<file path="src/rtl/ctsc_pkg.sv">
// Shared types and constants for the clock time-setting controller.
`default_nettype none

package ctsc_pkg;

    localparam int CNT_W     = 16;
    localparam int CFG_IDX_W = 2;
    localparam int IN_TDATA_W  = 24;
    localparam int OUT_TDATA_W = 40;

    localparam logic [CNT_W-1:0] CNT_MAX = 16'hFFFF;

    localparam logic [CNT_W-1:0] LONG_PRESS_RST   = 16'd3000;
    localparam logic [CNT_W-1:0] IDLE_TIMEOUT_RST = 16'd8000;
    localparam logic [CNT_W-1:0] BLINK_PERIOD_RST = 16'd1000;
    localparam logic [CNT_W-1:0] BLINK_SHOW_RST   = 16'd500;

    localparam logic [6:0] MINUTES_PER_HOUR = 7'd60;
    localparam logic [5:0] HOURS_PER_DAY    = 6'd24;

    // register indexes on the config port
    localparam logic [CFG_IDX_W-1:0] CFG_LONG_PRESS   = 2'd0;
    localparam logic [CFG_IDX_W-1:0] CFG_IDLE_TIMEOUT = 2'd1;
    localparam logic [CFG_IDX_W-1:0] CFG_BLINK_PERIOD = 2'd2;
    localparam logic [CFG_IDX_W-1:0] CFG_BLINK_SHOW   = 2'd3;

    typedef enum logic [1:0] {
        MODE_NORMAL = 2'd0,
        MODE_SEC    = 2'd1,
        MODE_MIN    = 2'd2,
        MODE_HOUR   = 2'd3
    } mode_t;

    typedef struct packed {
        logic [CNT_W-1:0] long_press_ticks;
        logic [CNT_W-1:0] idle_timeout_ticks;
        logic [CNT_W-1:0] blink_period_ticks;
        logic [CNT_W-1:0] blink_show_after;
    } cfg_t;

    // the first declared field lands in the high bits, the last in the low bits
    typedef struct packed {
        logic [5:0] rtc_second;
        logic [5:0] rtc_minute;
        logic [4:0] rtc_hour;
        logic       front_pressed;
        logic       back_pressed;
    } in_item_t;

    typedef struct packed {
        logic [5:0] new_second;
        logic [5:0] new_minute;
        logic [4:0] new_hour;
        logic       rtc_write;
        logic       led_level;
        logic       blank_selected;
        logic [5:0] show_second;
        logic [5:0] show_minute;
        logic [4:0] show_hour;
        mode_t      clock_mode;
    } out_item_t;

endpackage

`default_nettype wire

</file>
<file path="src/rtl/clock_time_setting_controller_core.sv">
// Top level of the clock time-setting controller: stream ports and pipeline registers.
//
// One beat on the s_ channel per millisecond tick: the back/front button levels and the
// time read from the clock chip. Each input beat yields exactly one m_ beat carrying the
// mode, the display values, the blank flag, the LED level and an optional time-write
// request for the clock chip.
// Pipeline: input register, one pass of update logic, output register. An accepted beat
// passes from the input register through the update logic into the output register,
// where m_tvalid marks it; throughput is one beat per cycle while m_tready stays high.
// When the receiver drops m_tready, the finished beat waits in the output register and
// one further beat is still taken into the input register; after that s_tready falls
// until the output drains. State updates happen only as a beat moves to the output.
// Reset (aresetn low, synchronous) clears both pipeline stages, puts the block in normal
// mode with the LED level high and a zero display, and loads the default config values.
// The cfg_ port writes one of four 16-bit registers per cycle while cfg_wr_en is high;
// write it only while no beat is in flight.
`default_nettype none

module clock_time_setting_controller_core
    import ctsc_pkg::*;
(
    input  wire logic                   aclk,
    input  wire logic                   aresetn,
    input  wire logic                   s_tvalid,
    output logic                        s_tready,
    // back_pressed, front_pressed, rtc_hour[4:0], rtc_minute[5:0], rtc_second[5:0]
    input  wire logic [IN_TDATA_W-1:0]  s_tdata,
    output logic                        m_tvalid,
    input  wire logic                   m_tready,
    // clock_mode[1:0], show_hour[4:0], show_minute[5:0], show_second[5:0],
    // blank_selected, led_level, rtc_write, new_hour[4:0], new_minute[5:0], new_second[5:0]
    output logic [OUT_TDATA_W-1:0]      m_tdata,
    input  wire logic                   cfg_wr_en,
    input  wire logic [CFG_IDX_W-1:0]   cfg_index,
    input  wire logic [CNT_W-1:0]       cfg_wdata
);

    localparam int IN_ITEM_W  = $bits(in_item_t);
    localparam int OUT_ITEM_W = $bits(out_item_t);

    cfg_t      cfg;
    out_item_t result;

    logic      in_valid_reg, in_valid_next;
    in_item_t  in_item_reg;
    logic      out_valid_reg, out_valid_next;
    out_item_t out_item_reg;
    logic      s_fire;
    logic      advance;

    ctsc_cfg u_cfg (
        .aclk      (aclk),
        .aresetn   (aresetn),
        .cfg_wr_en (cfg_wr_en),
        .cfg_index (cfg_index),
        .cfg_wdata (cfg_wdata),
        .cfg       (cfg)
    );

    ctsc_ctrl u_ctrl (
        .aclk    (aclk),
        .aresetn (aresetn),
        .step    (advance),
        .cfg     (cfg),
        .item    (in_item_reg),
        .result  (result)
    );

    assign advance  = in_valid_reg && (!out_valid_reg || m_tready);
    assign s_tready = !in_valid_reg || advance;
    assign s_fire   = s_tvalid && s_tready;

    always_comb begin
        in_valid_next  = s_fire || (in_valid_reg && !advance);
        out_valid_next = advance || (out_valid_reg && !m_tready);
    end

    always_ff @(posedge aclk) begin
        if (!aresetn) begin
            in_valid_reg  <= 1'b0;
            out_valid_reg <= 1'b0;
        end else begin
            in_valid_reg  <= in_valid_next;
            out_valid_reg <= out_valid_next;
        end
    end

    always_ff @(posedge aclk) begin
        if (s_fire) begin
            in_item_reg <= in_item_t'(s_tdata[IN_ITEM_W-1:0]);
        end
        if (advance) begin
            out_item_reg <= result;
        end
    end

    assign m_tvalid = out_valid_reg;
    assign m_tdata  = {{(OUT_TDATA_W-OUT_ITEM_W){1'b0}}, out_item_reg};

    // time writes come only from a setting mode
    a_write_in_setting: assert property (@(posedge aclk) disable iff (!aresetn)
        m_tvalid && out_item_reg.rtc_write |-> out_item_reg.clock_mode != MODE_NORMAL)
        else $error("time write issued in normal mode");

    // write fields read zero when no write is requested
    a_write_fields_zero: assert property (@(posedge aclk) disable iff (!aresetn)
        m_tvalid && !out_item_reg.rtc_write |->
            out_item_reg.new_hour == '0 && out_item_reg.new_minute == '0 &&
            out_item_reg.new_second == '0)
        else $error("write fields nonzero without a write");

    // an input beat held back from the update stage keeps s_tready low
    a_stall_blocks_input: assert property (@(posedge aclk) disable iff (!aresetn)
        in_valid_reg && out_valid_reg && !m_tready |-> !s_tready)
        else $error("input accepted while both stages are full");

endmodule

`default_nettype wire

</file>
<file path="src/rtl/ctsc_cfg.sv">
// Configuration registers of the time-setting controller.
`default_nettype none

module ctsc_cfg
    import ctsc_pkg::*;
(
    input  wire logic                 aclk,
    input  wire logic                 aresetn,
    input  wire logic                 cfg_wr_en,
    input  wire logic [CFG_IDX_W-1:0] cfg_index,
    input  wire logic [CNT_W-1:0]     cfg_wdata,
    output cfg_t                      cfg
);

    cfg_t cfg_reg;
    cfg_t cfg_next;

    always_comb begin
        cfg_next = cfg_reg;
        if (cfg_wr_en) begin
            case (cfg_index)
                CFG_LONG_PRESS:   cfg_next.long_press_ticks   = cfg_wdata;
                CFG_IDLE_TIMEOUT: cfg_next.idle_timeout_ticks = cfg_wdata;
                CFG_BLINK_PERIOD: cfg_next.blink_period_ticks = cfg_wdata;
                CFG_BLINK_SHOW:   cfg_next.blink_show_after   = cfg_wdata;
                default:          cfg_next = cfg_reg;
            endcase
        end
    end

    always_ff @(posedge aclk) begin
        if (!aresetn) begin
            cfg_reg.long_press_ticks   <= LONG_PRESS_RST;
            cfg_reg.idle_timeout_ticks <= IDLE_TIMEOUT_RST;
            cfg_reg.blink_period_ticks <= BLINK_PERIOD_RST;
            cfg_reg.blink_show_after   <= BLINK_SHOW_RST;
        end else begin
            cfg_reg <= cfg_next;
        end
    end

    assign cfg = cfg_reg;

endmodule

`default_nettype wire

</file>
<file path="src/rtl/ctsc_ctrl.sv">
// Mode, hold, idle and blink state plus the per-tick update logic.
`default_nettype none

module ctsc_ctrl
    import ctsc_pkg::*;
(
    input  wire logic     aclk,
    input  wire logic     aresetn,
    input  wire logic     step,
    input  wire cfg_t     cfg,
    input  wire in_item_t item,
    output out_item_t     result
);

    mode_t            mode_reg, mode_next;
    logic             hold_timing_reg, hold_timing_next;
    logic [CNT_W-1:0] hold_count_reg, hold_count_next;
    logic [CNT_W-1:0] idle_count_reg, idle_count_next;
    logic [CNT_W-1:0] blink_phase_reg, blink_phase_next;
    logic             prev_back_reg, prev_back_next;
    logic             prev_front_reg, prev_front_next;
    logic [5:0]       prev_second_reg, prev_second_next;
    logic             led_reg, led_next;
    logic [4:0]       disp_hour_reg, disp_hour_next;
    logic [5:0]       disp_minute_reg, disp_minute_next;
    logic [5:0]       disp_second_reg, disp_second_next;
    mode_t            dark_reg, dark_next;   // MODE_NORMAL = nothing dark

    logic [6:0] minute_sum;
    logic [5:0] minute_inc;
    logic [5:0] hour_sum;
    logic [4:0] hour_inc;

    // (x + 1) mod n with x below 2n - 1: one compare and subtract
    always_comb begin
        minute_sum = {1'b0, item.rtc_minute} + 7'd1;
        if (minute_sum >= MINUTES_PER_HOUR) begin
            minute_sum = minute_sum - MINUTES_PER_HOUR;
        end
        minute_inc = minute_sum[5:0];
        hour_sum = {1'b0, item.rtc_hour} + 6'd1;
        if (hour_sum >= HOURS_PER_DAY) begin
            hour_sum = hour_sum - HOURS_PER_DAY;
        end
        hour_inc = hour_sum[4:0];
    end

    always_comb begin
        logic [CNT_W-1:0] hold_cnt;
        logic [CNT_W:0]   phase_inc;
        mode_t            sel;
        logic             wr;
        logic [4:0]       nh;
        logic [5:0]       nm;
        logic [5:0]       ns;

        mode_next        = mode_reg;
        hold_timing_next = hold_timing_reg;
        hold_count_next  = hold_count_reg;
        idle_count_next  = idle_count_reg;
        blink_phase_next = blink_phase_reg;
        prev_back_next   = prev_back_reg;
        prev_front_next  = prev_front_reg;
        prev_second_next = prev_second_reg;
        led_next         = led_reg;
        disp_hour_next   = disp_hour_reg;
        disp_minute_next = disp_minute_reg;
        disp_second_next = disp_second_reg;
        dark_next        = dark_reg;
        hold_cnt  = hold_count_reg;
        phase_inc = '0;
        sel = MODE_NORMAL;
        wr  = 1'b0;
        nh  = '0;
        nm  = '0;
        ns  = '0;

        // long press of back alone enters set-seconds
        if (mode_reg == MODE_NORMAL) begin
            if (item.back_pressed && !item.front_pressed) begin
                if (!hold_timing_reg) begin
                    hold_timing_next = 1'b1;
                    hold_count_next  = '0;
                end else begin
                    if (hold_count_reg != CNT_MAX) begin
                        hold_cnt = hold_count_reg + 16'd1;
                    end
                    hold_count_next = hold_cnt;
                    if (hold_cnt > cfg.long_press_ticks) begin
                        mode_next        = MODE_SEC;
                        blink_phase_next = '0;
                        prev_back_next   = 1'b1;
                        idle_count_next  = '0;
                        hold_timing_next = 1'b0;
                        hold_count_next  = '0;
                    end
                end
            end else if (!item.back_pressed && hold_timing_reg) begin
                hold_timing_next = 1'b0;
                hold_count_next  = '0;
            end
        end

        if (mode_next != MODE_NORMAL) begin
            if (item.back_pressed && !prev_back_next) begin
                idle_count_next  = '0;
                mode_next        = (mode_next == MODE_HOUR) ? MODE_SEC
                                                            : mode_t'(mode_next + 2'd1);
                blink_phase_next = '0;
            end
            prev_back_next = item.back_pressed;
            sel = mode_next;

            // blink: show the selected unit late in the cycle, dark early
            if (blink_phase_next > cfg.blink_show_after) begin
                case (sel)
                    MODE_SEC: disp_second_next = item.rtc_second;
                    MODE_MIN: disp_minute_next = item.rtc_minute;
                    default:  disp_hour_next   = item.rtc_hour;
                endcase
                if (dark_next == sel) begin
                    dark_next = MODE_NORMAL;
                end
            end else begin
                disp_hour_next   = item.rtc_hour;
                disp_minute_next = item.rtc_minute;
                disp_second_next = item.rtc_second;
                case (sel)
                    MODE_SEC: disp_second_next = '0;
                    MODE_MIN: disp_minute_next = '0;
                    default:  disp_hour_next   = '0;
                endcase
                dark_next = sel;
            end

            if (item.front_pressed && !prev_front_reg) begin
                idle_count_next = '0;
                wr = 1'b1;
                nh = item.rtc_hour;
                nm = item.rtc_minute;
                ns = item.rtc_second;
                case (sel)
                    MODE_SEC: begin
                        ns = '0;
                        disp_second_next = '0;
                    end
                    MODE_MIN: begin
                        nm = minute_inc;
                        disp_minute_next = minute_inc;
                    end
                    default: begin
                        nh = hour_inc;
                        disp_hour_next = hour_inc;
                    end
                endcase
                if (dark_next == sel) begin
                    dark_next = MODE_NORMAL;
                end
            end else if (idle_count_next > cfg.idle_timeout_ticks) begin
                idle_count_next = '0;
                mode_next       = MODE_NORMAL;
            end
            prev_front_next = item.front_pressed;

            if (idle_count_next != CNT_MAX) begin
                idle_count_next = idle_count_next + 16'd1;
            end
            phase_inc = {1'b0, blink_phase_next} + 17'd1;
            if (phase_inc >= {1'b0, cfg.blink_period_ticks}) begin
                blink_phase_next = '0;
            end else begin
                blink_phase_next = phase_inc[CNT_W-1:0];
            end
        end

        // new second: LED toggles; normal mode reloads the display
        if (item.rtc_second != prev_second_reg) begin
            led_next         = !led_reg;
            prev_second_next = item.rtc_second;
            if (mode_next == MODE_NORMAL) begin
                disp_hour_next   = item.rtc_hour;
                disp_minute_next = item.rtc_minute;
                disp_second_next = item.rtc_second;
                dark_next        = MODE_NORMAL;
            end
        end

        result.clock_mode     = mode_next;
        result.show_hour      = disp_hour_next;
        result.show_minute    = disp_minute_next;
        result.show_second    = disp_second_next;
        result.blank_selected = (dark_next != MODE_NORMAL);
        result.led_level      = led_next;
        result.rtc_write      = wr;
        result.new_hour       = nh;
        result.new_minute     = nm;
        result.new_second     = ns;
    end

    always_ff @(posedge aclk) begin
        if (!aresetn) begin
            mode_reg        <= MODE_NORMAL;
            hold_timing_reg <= 1'b0;
            hold_count_reg  <= '0;
            idle_count_reg  <= '0;
            blink_phase_reg <= '0;
            prev_back_reg   <= 1'b0;
            prev_front_reg  <= 1'b0;
            prev_second_reg <= '0;
            led_reg         <= 1'b1;
            disp_hour_reg   <= '0;
            disp_minute_reg <= '0;
            disp_second_reg <= '0;
            dark_reg        <= MODE_NORMAL;
        end else if (step) begin
            mode_reg        <= mode_next;
            hold_timing_reg <= hold_timing_next;
            hold_count_reg  <= hold_count_next;
            idle_count_reg  <= idle_count_next;
            blink_phase_reg <= blink_phase_next;
            prev_back_reg   <= prev_back_next;
            prev_front_reg  <= prev_front_next;
            prev_second_reg <= prev_second_next;
            led_reg         <= led_next;
            disp_hour_reg   <= disp_hour_next;
            disp_minute_reg <= disp_minute_next;
            disp_second_reg <= disp_second_next;
            dark_reg        <= dark_next;
        end
    end

    // hold timing only runs in normal mode
    a_hold_only_normal: assert property (@(posedge aclk) disable iff (!aresetn)
        mode_reg != MODE_NORMAL |-> !hold_timing_reg)
        else $error("hold timer running outside normal mode");

    // leaving normal mode always lands in set-seconds
    a_entry_to_sec: assert property (@(posedge aclk) disable iff (!aresetn)
        step && mode_reg == MODE_NORMAL |-> mode_next == MODE_NORMAL || mode_next == MODE_SEC)
        else $error("entry from normal mode skipped set-seconds");

    // a step with no new second leaves the LED alone
    a_led_on_second: assert property (@(posedge aclk) disable iff (!aresetn)
        step && item.rtc_second == prev_second_reg |=> $stable(led_reg))
        else $error("LED toggled without a new second");

endmodule

`default_nettype wire
</file>
<file path="config.mk">
export PLATFORM = sky130hd
export DESIGN_NAME = clock_time_setting_controller_core
export DESIGN_NICKNAME = d
export VERILOG_FILES = /design/src/rtl/ctsc_pkg.sv /design/src/rtl/clock_time_setting_controller_core.sv /design/src/rtl/ctsc_cfg.sv /design/src/rtl/ctsc_ctrl.sv
export SDC_FILE = /design/constraint.sdc
export NUM_CORES = 1
export LEC_CHECK = 0
export ABC_AREA = 1
export BUFFER_PORTS_ARGS = -buffer_cell sky130_fd_sc_hd__buf_2
export CORE_UTILIZATION = 39
export CTS_CLUSTER_DIAMETER = 40
export CTS_CLUSTER_SIZE = 30
export DETAILED_ROUTE_END_ITERATION = 10
export PLACE_DENSITY_LB_ADDON = 0.1
export SKIP_LAST_GASP = 1
export SYNTH_ARGS = -nofsm -noshare
export SYNTH_HDL_FRONTEND = slang
export SYNTH_SLANG_ARGS = --single-unit
</file>
<file path="constraint.sdc">
create_clock -name aclk -period 8.3 [get_ports aclk]
set_input_delay 2.075 -clock aclk [delete_from_list [all_inputs] [get_ports aclk]]
set_output_delay 2.075 -clock aclk [all_outputs]
set_load 0.005 [all_outputs]
</file>
==> run metrics <==
run status=finished clean; Resized cells post-CTS=0; dominant combinational cell family by area after synthesis=simple AND/OR/NAND/NOR gates; number of I/O pins=slightly below 90; worst slew margin relative to its limit=approximately 36%; Crit Reg-Reg Startpoint=u_ctrl.hold_count_reg[0]$_SDFFE_PN0P_; crit share post-route=about nine tenths; half-perimeter wire length after detailed placement=between 20 and 25 mm; Critical-path top delay cell=sky130_fd_sc_hd__nor4_2; endpoint kind of the worst setup timing path=register; maximum number of pins on one net before global-route repair=just under 80; initial core utilization=39.7%; final setup TNS=0 ns; hold-fix buffer count after cts=0; worst hold path startpoint=u_ctrl.prev_front_reg$_SDFFE_PN0P_; GP Congestion=roughly 0.86; Syn Area/Cell=7.24 um^2; number of global-route vias before repair=just over 10000; switch share=between 20% and 30%; antenna violations before repair=0; buffer type at the clock tree root=sky130_fd_sc_hd__clkbuf_16; post-synthesis share of cell area spent on xor and xnor gates=1.87%; post-place instance area=12900 um^2; delay contributed by the slowest stage of the critical path=0.51 ns; synthesized net count=roughly 1800; Distinct cells, synth=51; Adder-Cell Fraction of Synth Area=around 7.9%; antenna diode instance count=0; Final Hold Violating Endpoints=0; global-route wire length before repair=approximately 52 mm; TritonCTS clock tree=yes; Clock Sinks=between 200 and 250; proportion of layout cells with a drive suffix above 1=13.6%; deepest clock path buffer count=3; number of H-tree levels=2; portion of netlist area occupied by mux cells=0%; synthesis warning total=0; P per Cell Area=217 nW/um^2; Seq pwr share=36.0%; remaining global-route overflow=0; Worst EP required=just under 9 ns; depth of the worst register-to-register path=43; cell type with the highest occurrence count on the critical path=sky130_fd_sc_hd__nand2_1; highest attainable clock frequency=roughly 140 MHz; arrival time of data at the critical path endpoint=7.83 ns; worst slack at placement=0.923 ns; Largest register FFs=64; critical path start-end classification=reg -> reg; count of input and output buffers=82; instance count of the mapped netlist=around 1700; capture endpoint of the worst hold path=u_ctrl.prev_front_reg$_SDFFE_PN0P_; transition at the pin with the smallest max-transition slack=0.951 ns; post-route design area=between 10000 and 15000 um^2; Area growth syn-to-layout=16.6%; wire length reported by the detailed router=31.8 mm; number of pins with negative max-slew slack in the final report=0; simple logic cell fraction of the synthesized area=22.3%; hold path depth=2; Design Power=between 0.003 and 0.004 W; number of flip-flops and latches in the synthesized netlist=between 200 and 250; chip height=~180 um; shortest clock period the worst path allows after layout=between 7 and 8 ns; number of buffers added by the clock tree synthesis step=39; Reg2Reg Setup Slack=between 0.9 and 1 ns; worst min-delay path category=reg -> reg; remaining antenna violation count=0; complex-gate fraction of the synthesized area=a little under a fifth; floorplan die width=roughly 180 um; row count=64; vias per inst=between 4 and 5; CP Launch Type=register; crit path setup slack, layout=between 0.9 and 1 ns; DRC Markers=0; delay-heaviest family, CP=simple AND/OR/NAND/NOR gates; unrepaired setup endpoints after global routing=no; Clock Skews=around 0.02 ns; maximum vdd drop=around 0.14 mV; switching pwr=roughly 0.00084 W; end of the worst register-to-register path=u_ctrl.blink_phase_reg[7]$_SDFFE_PN0P_; critical path buffer and inverter count=7; area inside the core boundary=30700 um^2; wire per inst=14.6 um; detailed-route via count=10900; number of violations reported at the end of detailed-routing iteration 0=698; part of the total power dissipated in combinational logic=between 10 and 15%; Crit Path Max Fanout=33; Die Footprint=around 32000 um^2; clock-pin slew reported for the worst setup and hold paths after clock tree synthesis=around 0.05 ns; internal power=roughly 0.0022 W; clock network power share=51.5%; combined area of all synthesized cells=about 12000 um^2; Post-CTS Repair Setup Buffers=0; final setup violation count=0; leakage power=between 6 and 7 nW; WP depth=43; Initial DRT Pass Iterations=5; count of nets after finishing=1876; global-route total usage across every layer=between 20% and 30%; maxcap violations=0; sequential cell area fraction in the yosys report=about two fifths; clock latency of the later-clocked register in the worst-skew pair=~0.52 ns
## synth_stat cells (all sizes together)
cell type  instances  area [um^2]
nor3              21          120
buf               19          163
conb               1         3.75
or2                6         37.5
a31oi              2         12.5
o21a               4         30.0
o221ai             1         8.76
edfxtp            58         1740
xnor2              5         43.8
clkbuf            50          188
nand3b             4         30.0
a21o               1         7.51
dfxtp            145         2900
o31ai              3         22.5
inv              259          972
a21oi            182          937
xor2              21          184
o211ai            25          188
a2111oi            1         15.0
o21ai            191          963
nor4               4         25.0
nand4             25          169
nand3             87          483
a21boi             1         7.51
o21bai             2         15.0
ha                77          963
nand2            356         1360
o2111ai            1         8.76
clkinv             8         30.0
o221a              1         11.3
a211oi             1         7.51
o22ai              4         31.3
or3                1         6.26
nor2             115          484
## cell families after synthesis
group | after synthesis
other | 1
xor gates and xnor gates | 26
AOI/OAI and AO/OA | 420
and+or+nand+nor | 619
adders and majority gates | 77
DFF | 203
buffers and inverters | 336
## power groups by stage
| stage | Combinational (W) | Sequential, W | Clock, W |
|---|---|---|---|
| final | 0.000385 | 0.00111 | 0.00159 |
| after detailed placement | 0.000385 | 0.00113 | 0 |
| after global placement | 0.000379 | 0.00113 | 0 |
| after global routing | 0.000446 | 0.00111 | 0.00167 |
| after CTS | 0.000387 | 0.00111 | 0.00162 |
| after floorplan | 0.000276 | 0.00112 | 0 |
## worst max-delay path by stage
stage,startpoint,to,slack (ns)
global route,u_ctrl.hold_count_reg[1]$_SDFFE_PN0P_,u_ctrl.blink_phase_reg[2]$_SDFFE_PN0P_,0.04
detailed placement,u_ctrl.hold_count_reg[0]$_SDFFE_PN0P_,u_ctrl.blink_phase_reg[10]$_SDFFE_PN0P_,0.92
global placement,u_ctrl.hold_count_reg[0]$_SDFFE_PN0P_,u_ctrl.blink_phase_reg[10]$_SDFFE_PN0P_,1.00
floorplan,u_ctrl.hold_count_reg[0]$_SDFFE_PN0P_,u_ctrl.blink_phase_reg[10]$_SDFFE_PN0P_,2.35
finish,u_ctrl.hold_count_reg[0]$_SDFFE_PN0P_,u_ctrl.blink_phase_reg[7]$_SDFFE_PN0P_,0.92
CTS,u_ctrl.hold_count_reg[0]$_SDFFE_PN0P_,u_ctrl.blink_phase_reg[7]$_SDFFE_PN0P_,0.93
## cells in the final DEF (no fill, tap or decap), drive strengths merged, types with 2 or more instances in the layout
master,Yosys,final
bufinv,0,3
o22ai,4,4
clkinvlp,0,5
xnor2,5,5
buf,19,98
o21ai,191,191
dfxtp,145,145
or2,6,6
nand3b,4,4
nor3,21,21
inv,259,263
clkinv,8,19
nand2,356,356
nor4,4,4
o21bai,2,2
edfxtp,58,58
o31ai,3,3
a21oi,182,182
o211ai,25,25
o21a,4,4
nand3,87,87
nor2,115,115
xor2,21,21
clkbuf,50,48
a31oi,2,2
nand4,25,25
ha,77,77
## final cells by class
type	count	area (um^2)
clock inverters	23	240
repair buffers	98	531
flip-flops and latches	203	4640
inverters	267	1000
fillers	3144	16500
well taps	396	495
multi-input cells	1143	6180
clock buffers	48	1090
## stage by stage
stage / instances / util, % / hold WS (ns)
final: 2178 / 46.3 / 0.459
after global routing: 2178 / 46.3 / 0.477
after CTS: 2178 / 46.3 / 0.459
after detailed placement: 2107 / 41.9 / 0.452
after global placement: 2107 / 41.9 / 0.440
after floorplan: 1682 / - / 0.429
## tightest hold or removal path: stages, from the launching register on
cell,delay [ns]
sky130_fd_sc_hd__dfxtp_1,0.29
sky130_fd_sc_hd__inv_1,0.06
sky130_fd_sc_hd__a21oi_1,0.06
## per-layer routing
| layer | routed length, um | track usage [%] | share of wire, % |
|---|---|---|---|
| met5 | 0 | 0 | 0 |
| met4 | 660 | 5.79 | 2.1 |
| met3 | 1100 | 3.16 | 3.4 |
| met2 | 14300 | 33.7 | 45 |
| met1 | 15700 | 27.7 | 49 |
Note: power is estimated with default switching activity, not from simulation.
